==> src/sv/sdf_pkg.sv <==
package sdf_pkg;

  localparam int VALUE_BITS = 64;
  localparam int MAX_WIDTH  = 20;
  localparam int DIGITS     = 20;

  localparam int CNT_W  = $clog2(VALUE_BITS);
  localparam int NDIG_W = $clog2(DIGITS + 1);
  localparam int IDX_W  = $clog2(DIGITS);

  localparam logic [7:0] CH_ZERO  = 8'h30;
  localparam logic [7:0] CH_MINUS = 8'h2D;

  typedef struct packed {
    logic [63:0] magnitude;
    logic        negative;
    logic [4:0]  min_width;
    logic [7:0]  fill_char;
  } sdf_in_t;

  typedef struct packed {
    logic [7:0] char_out;
    logic       last_char;
  } sdf_out_t;

  typedef enum logic [2:0] {
    ST_IDLE,
    ST_CONV,
    ST_PREP,
    ST_SIGN_LEAD,
    ST_PAD,
    ST_SIGN,
    ST_DIGIT
  } sdf_state_t;

endpackage

==> src/sv/signed_decimal_formatter_padded_core.sv <==
// Padded signed decimal formatter.
// Request channel: in_data is taken at a rising edge with start high and busy
// low. busy stays high until the last character of the request has been
// produced; start is ignored while busy.
// Result channel: one ASCII character per out_valid strobe, leftmost first,
// with out_data.last_char set on the final one. Strobes of one request come
// in consecutive cycles; the receiver cannot stall them.
// Timing: the magnitude is converted by a bit-serial shift-and-add-3 unit,
// one magnitude bit per cycle over all VALUE_BITS (64) bits, followed by the
// setup state ST_PREP. A request produces N characters (1 to 21), and the
// next start is taken in the cycle that shows the last character.
// Reset (rst_n low, synchronous) returns the block to idle and drops any
// request in flight; no strobe follows reset.
module signed_decimal_formatter_padded_core (
  input  logic             clk,
  input  logic             rst_n,
  input  logic             start,
  output logic             busy,
  input  sdf_pkg::sdf_in_t in_data,
  output logic             out_valid,
  output sdf_pkg::sdf_out_t out_data
);

  sdf_pkg::sdf_state_t state_r, state_nxt;

  logic [sdf_pkg::VALUE_BITS-1:0]   shift_r, shift_nxt;
  logic [sdf_pkg::DIGITS-1:0][3:0]  bcd_r, bcd_nxt;
  logic [sdf_pkg::DIGITS-1:0][3:0]  adj;
  logic [4*sdf_pkg::DIGITS-1:0]     adj_flat;
  logic [sdf_pkg::CNT_W-1:0]        cnt_r, cnt_nxt;
  logic [sdf_pkg::NDIG_W-1:0]       ndig_r, ndig_nxt;
  logic [sdf_pkg::NDIG_W-1:0]       ndig_eff;
  logic [sdf_pkg::IDX_W-1:0]        top_idx;
  logic [sdf_pkg::IDX_W-1:0]        dig_r, dig_nxt;
  logic [4:0]                       pad_r, pad_nxt;
  logic [5:0]                       text_len;
  logic                             neg_r, neg_nxt;
  logic [4:0]                       width_r, width_nxt;
  logic [7:0]                       fill_r, fill_nxt;
  logic                             sign_after;

  logic                             out_valid_r, out_valid_nxt;
  sdf_pkg::sdf_out_t                out_data_r, out_data_nxt;

  // add-3 correction per digit, ahead of the left shift
  always_comb begin
    for (int i = 0; i < sdf_pkg::DIGITS; i++) begin
      adj[i] = (bcd_r[i] >= 4'd5) ? bcd_r[i] + 4'd3 : bcd_r[i];
    end
  end

  assign adj_flat   = adj;
  assign top_idx    = sdf_pkg::IDX_W'(ndig_r - sdf_pkg::NDIG_W'(1));
  assign ndig_eff   = (ndig_r == '0) ? sdf_pkg::NDIG_W'(1) : ndig_r;
  assign text_len   = 6'(ndig_eff) + 6'(neg_r);
  assign sign_after = neg_r && (fill_r != sdf_pkg::CH_ZERO);

  always_ff @(posedge clk) begin
    if (!rst_n) begin
      state_r     <= sdf_pkg::ST_IDLE;
      out_valid_r <= 1'b0;
    end else begin
      state_r     <= state_nxt;
      out_valid_r <= out_valid_nxt;
    end
    shift_r    <= shift_nxt;
    bcd_r      <= bcd_nxt;
    cnt_r      <= cnt_nxt;
    ndig_r     <= ndig_nxt;
    dig_r      <= dig_nxt;
    pad_r      <= pad_nxt;
    neg_r      <= neg_nxt;
    width_r    <= width_nxt;
    fill_r     <= fill_nxt;
    out_data_r <= out_data_nxt;
  end

  always_comb begin
    state_nxt     = state_r;
    shift_nxt     = shift_r;
    bcd_nxt       = bcd_r;
    cnt_nxt       = cnt_r;
    ndig_nxt      = ndig_r;
    dig_nxt       = dig_r;
    pad_nxt       = pad_r;
    neg_nxt       = neg_r;
    width_nxt     = width_r;
    fill_nxt      = fill_r;
    out_valid_nxt = 1'b0;
    out_data_nxt  = out_data_r;

    unique case (state_r)
      sdf_pkg::ST_IDLE: begin
        if (start) begin
          shift_nxt = in_data.magnitude[sdf_pkg::VALUE_BITS-1:0];
          bcd_nxt   = '0;
          cnt_nxt   = '0;
          ndig_nxt  = '0;
          neg_nxt   = in_data.negative;
          width_nxt = (in_data.min_width > 5'(sdf_pkg::MAX_WIDTH)) ?
                      5'(sdf_pkg::MAX_WIDTH) : in_data.min_width;
          fill_nxt  = in_data.fill_char;
          state_nxt = sdf_pkg::ST_CONV;
        end
      end

      sdf_pkg::ST_CONV: begin
        bcd_nxt   = {adj_flat[4*sdf_pkg::DIGITS-2:0], shift_r[sdf_pkg::VALUE_BITS-1]};
        shift_nxt = {shift_r[sdf_pkg::VALUE_BITS-2:0], 1'b0};
        cnt_nxt   = cnt_r + sdf_pkg::CNT_W'(1);
        // significant digit count grows by one when the top digit carries out
        if (ndig_r == '0) begin
          ndig_nxt = sdf_pkg::NDIG_W'(shift_r[sdf_pkg::VALUE_BITS-1]);
        end else if (ndig_r < sdf_pkg::NDIG_W'(sdf_pkg::DIGITS) && adj[top_idx][3]) begin
          ndig_nxt = ndig_r + sdf_pkg::NDIG_W'(1);
        end
        if (cnt_r == sdf_pkg::CNT_W'(sdf_pkg::VALUE_BITS - 1)) begin
          state_nxt = sdf_pkg::ST_PREP;
        end
      end

      sdf_pkg::ST_PREP: begin
        ndig_nxt = ndig_eff;
        dig_nxt  = sdf_pkg::IDX_W'(ndig_eff - sdf_pkg::NDIG_W'(1));
        pad_nxt  = (6'(width_r) > text_len) ? 5'(6'(width_r) - text_len) : 5'd0;
        if (neg_r && (fill_r == sdf_pkg::CH_ZERO)) begin
          state_nxt = sdf_pkg::ST_SIGN_LEAD;
        end else if (6'(width_r) > text_len) begin
          state_nxt = sdf_pkg::ST_PAD;
        end else if (neg_r) begin
          state_nxt = sdf_pkg::ST_SIGN;
        end else begin
          state_nxt = sdf_pkg::ST_DIGIT;
        end
      end

      sdf_pkg::ST_SIGN_LEAD: begin
        out_valid_nxt          = 1'b1;
        out_data_nxt.char_out  = sdf_pkg::CH_MINUS;
        out_data_nxt.last_char = 1'b0;
        state_nxt = (pad_r != '0) ? sdf_pkg::ST_PAD : sdf_pkg::ST_DIGIT;
      end

      sdf_pkg::ST_PAD: begin
        out_valid_nxt          = 1'b1;
        out_data_nxt.char_out  = fill_r;
        out_data_nxt.last_char = 1'b0;
        pad_nxt = pad_r - 5'd1;
        if (pad_r == 5'd1) begin
          state_nxt = sign_after ? sdf_pkg::ST_SIGN : sdf_pkg::ST_DIGIT;
        end
      end

      sdf_pkg::ST_SIGN: begin
        out_valid_nxt          = 1'b1;
        out_data_nxt.char_out  = sdf_pkg::CH_MINUS;
        out_data_nxt.last_char = 1'b0;
        state_nxt = sdf_pkg::ST_DIGIT;
      end

      sdf_pkg::ST_DIGIT: begin
        out_valid_nxt          = 1'b1;
        out_data_nxt.char_out  = sdf_pkg::CH_ZERO + {4'd0, bcd_r[dig_r]};
        out_data_nxt.last_char = (dig_r == '0);
        if (dig_r == '0) begin
          state_nxt = sdf_pkg::ST_IDLE;
        end else begin
          dig_nxt = dig_r - sdf_pkg::IDX_W'(1);
        end
      end

      default: begin
        state_nxt = sdf_pkg::ST_IDLE;
      end
    endcase
  end

  assign busy      = (state_r != sdf_pkg::ST_IDLE);
  assign out_valid = out_valid_r;
  assign out_data  = out_data_r;

endmodule
==> config.mk <==
export PLATFORM = sky130hd
export DESIGN_NAME = signed_decimal_formatter_padded_core
export DESIGN_NICKNAME = d
export VERILOG_FILES = /design/src/sv/sdf_pkg.sv /design/src/sv/signed_decimal_formatter_padded_core.sv
export SDC_FILE = /design/constraint.sdc
export NUM_CORES = 1
export LEC_CHECK = 0
export ABC_AREA = 1
export BUFFER_PORTS_ARGS = -buffer_cell sky130_fd_sc_hd__buf_4
export CELL_PAD_IN_SITES_DETAIL_PLACEMENT = 1
export CELL_PAD_IN_SITES_GLOBAL_PLACEMENT = 1
export CORE_MARGIN = 5
export CORE_UTILIZATION = 42
export DETAILED_ROUTE_END_ITERATION = 6
export GPL_ROUTABILITY_DRIVEN = 0
export GPL_TIMING_DRIVEN = 0
export PLACE_DENSITY_LB_ADDON = 0.1
export SETUP_SLACK_MARGIN = 0.05
export SLEW_MARGIN = 25
export SYNTH_ARGS = -nofsm -noshare
export SYNTH_HDL_FRONTEND = slang
export SYNTH_SLANG_ARGS = --single-unit
==> constraint.sdc <==
create_clock -name clk -period 5.4 [get_ports clk]
set_input_delay 1.08 -clock clk [delete_from_list [all_inputs] [get_ports clk]]
set_output_delay 1.08 -clock clk [all_outputs]
set_load 0.02 [all_outputs]
==> results.json <==
{
  "path_buf_inv": 2,
  "num_antenna_cells": 0,
  "synthCells": 1242,
  "grtUsageTotal": 0.218,
  "hpwl_microns": 22700,
  "area_growth_pct": 16.2,
  "cts_tree": "yes",
  "final_common_cell": "nand2_1",
  "holdWs_ps": 532,
  "clk_pin_slew_ps": 90,
  "vdd_drop_max_mv": 0.328,
  "io_buffers": 91,
  "rsz0062_at_grt": "false",
  "core-area_sq_um": 25800,
  "cp_slowest_cell": "edfxtp_1",
  "clkLatencyLatePin_ps": 450,
  "ctsHoldBuffers": 0,
  "cts_root_buf": "clkbuf_16",
  "hp-class": "flop to flop",
  "slowest_delay_ps": 480,
  "viasPerCell": 5.34,
  "drtIter0Drc": 650,
  "outcome": "finished, final reports clean",
  "route.vias.total": 9088,
  "synth.distinct_cells": 50,
  "layout-drive-gt1-share": 0.134,
  "wl_per_cell_microns": 18.4,
  "fin_cells": 1701,
  "setup_viol": 0,
  "drv_cap": 0,
  "dpl.cell_count": 1669,
  "die_w_microns": 171,
  "post_cts_buffers": 0,
  "preCtsSetupSlack_ps": 1420,
  "tightest_slew_ps": 848,
  "maxSlewHeadroom": 0.434,
  "worst_slack_ps": 1350,
  "drc": 0,
  "start_util": 0.423,
  "layout_min_cycle_time_ps": 4050,
  "period_share": 0.750,
  "crit_family": "adder cells",
  "synth_fp_nets": 1378,
  "die_h_microns": 171,
  "grt_pass1_wl_microns": 50200,
  "ys_warn_count": 0,
  "required_ps": 5720,
  "place_area_sq_um": 12100,
  "path_common_cell": "nand2_1",
  "synth_area_per_cell_sq_um": 8.80,
  "postSynthRegisterBits": 192,
  "endpoint_kind": "flop",
  "final_cell_mix": "nand2_1, edfxtp_1, inv_1",
  "antenna_found_initial": 0,
  "row_count": 59,
  "drt_wl_total_microns": 31300,
  "finalHoldViolCount": 0,
  "leakage_nw": 5.50,
  "fmax_ghz": 0.247,
  "cts_resized": 0,
  "worstSetupStartpointType": "flop",
  "gr-total-overflow": 0,
  "grt_max_degree": 81,
  "ant_nets": 0,
  "fin_skew_ps": 17.6,
  "cp_max_fo": 10,
  "htreeDepth": 4,
  "worstPathArrival_ps": 4360,
  "drt_pass1_iterations": 5,
  "seq_area_frac_synth": 0.524,
  "design.die.area_sq_um": 29400,
  "ios": 92,
  "fin_area_sq_um": 12700,
  "cellPowerDensity_nw_per_um2": 662,
  "criticalPathCategory": "flop to flop",
  "clock-sinks": 192,
  "final_util": 0.492,
  "finalMaxSlewViolations": 0,
  "finalNetCount": 1489,
  "numCtsBuffers": 17,
  "clockBufferDepth": 2,
  "grt_pass1_vias": 9380,
  "crit_path_cell_trace": "inv_1 > buf_2 > ha_1 > nand3_1 > nand2_1 > ha_1 > ha_1 > fa_1 > o21ai_0 > nand2_1 > nand2_1 > nand2_1 > o21ai_0 > o221ai_1 > nand2_1 > a21oi_1",
  "synthesis.area_sq_um": 10900
}
[synth_stat cells, drive strengths merged]
| master | number | share of area |
|---|---|---|
| a211oi | 6 | 0.0041 |
| a21boi | 1 | 0.00069 |
| a21oi | 104 | 0.048 |
| a22o | 1 | 0.00092 |
| a31oi | 1 | 0.00057 |
| a32oi | 3 | 0.0024 |
| buf | 28 | 0.014 |
| clkbuf | 14 | 0.0049 |
| clkinv | 1 | 0.00034 |
| dfxtp | 4 | 0.0073 |
| edfxtp | 188 | 0.52 |
| fa | 1 | 0.0018 |
| ha | 54 | 0.062 |
| inv | 134 | 0.047 |
| nand2 | 356 | 0.12 |
| nand3 | 81 | 0.038 |
| nand3b | 2 | 0.0014 |
| nand4 | 12 | 0.0069 |
| nor2 | 88 | 0.032 |
| nor3 | 10 | 0.0050 |
| nor4 | 1 | 0.00057 |
| o211ai | 4 | 0.0032 |
| o21a | 5 | 0.0034 |
| o21ai | 110 | 0.052 |
| o21bai | 1 | 0.00069 |
| o221ai | 1 | 0.00080 |
| o22ai | 8 | 0.0046 |
| o31ai | 2 | 0.0014 |
| o32ai | 1 | 0.00080 |
| or2 | 2 | 0.0011 |
| xnor2 | 6 | 0.0048 |
| xor2 | 12 | 0.0096 |
[through the flow]
stage | power, W | setup TNS (ps)
after floorplan | 0.00579 | 0
after global placement | 0.00694 | -296400
after detailed placement | 0.00708 | 0
after CTS | 0.00847 | 0
after global routing | 0.00910 | 0
final | 0.00841 | 0
[logic make-up (layout without fill, tap and decap cells)]
group | Yosys count | in the layout | share of synthesized area
simple gates | 552 | 552 | 0.209
xor+xnor | 18 | 18 | 0.0144
flops | 192 | 192 | 0.524
buf+inv | 177 | 301 | 0.0660
compound gates | 248 | 248 | 0.124
fa+ha+maj | 55 | 55 | 0.0636
[sequential cells by signal (all words and copies together), names as in the netlist]
signal     count
state_r        3
ndig_r         5
out_valid      1
dig_r          5
shift_r       64
pad_r          5
bcd_r         80
cnt_r          6
width_r        5
neg_r          1
fill_r         8
out_data       9
[layer usage]
metal / share of wire / track usage / vias to the layer above
li1: - / - / 4429
met1: 0.45 / 0.294 / 4429
met2: 0.49 / 0.375 / 203
met3: 0.043 / 0.0340 / 27
met4: 0.015 / 0.0475 / 0
met5: 0 / 0 / -
[path summary, 6_finish.rpt]
check                                 start     endpoint  slack, ps  cells past startpoint
worst max-delay path              ndig_r[0]   state_r[0]       1350                     16
worst min-delay path            shift_r[32]  shift_r[33]        530                      2
worst max register to register    ndig_r[0]   state_r[0]       1350                     16
worst min register to register  shift_r[32]  shift_r[33]        530                      2
[final cells by class]
type / count / area (sq um)
tap: 335 / 419
sequential: 192 / 5730
inverter: 135 / 522
clock buffer: 17 / 425
buffer: 42 / 208
clock inverter: 15 / 203
multi-input combinational: 873 / 4500
fill: 3011 / 13100
timing repair buffer: 92 / 711
[power by group]
part	leakage, nW	switching [W]	total [W]	internal (W)
logic	3.30	0.00264	0.00378	0.00114
clock network	0.298	0.000704	0.00135	0.000642
registers	1.90	0.000534	0.00329	0.00275
total	5.50	0.00388	0.00841	0.00454
[worst register-to-register path, cell delays in order (launching register included)]
cell and delay, ps:
edfxtp_1 480, inv_1 280, buf_2 380, ha_1 270, nand3_1 210, nand2_1 220
ha_1 230, ha_1 290, fa_1 440, o21ai_0 320, nand2_1 90, nand2_1 70
nand2_1 160, o21ai_0 190, o221ai_1 130, nand2_1 90, a21oi_1 60
Note: power is estimated with default switching activity, not from simulation.
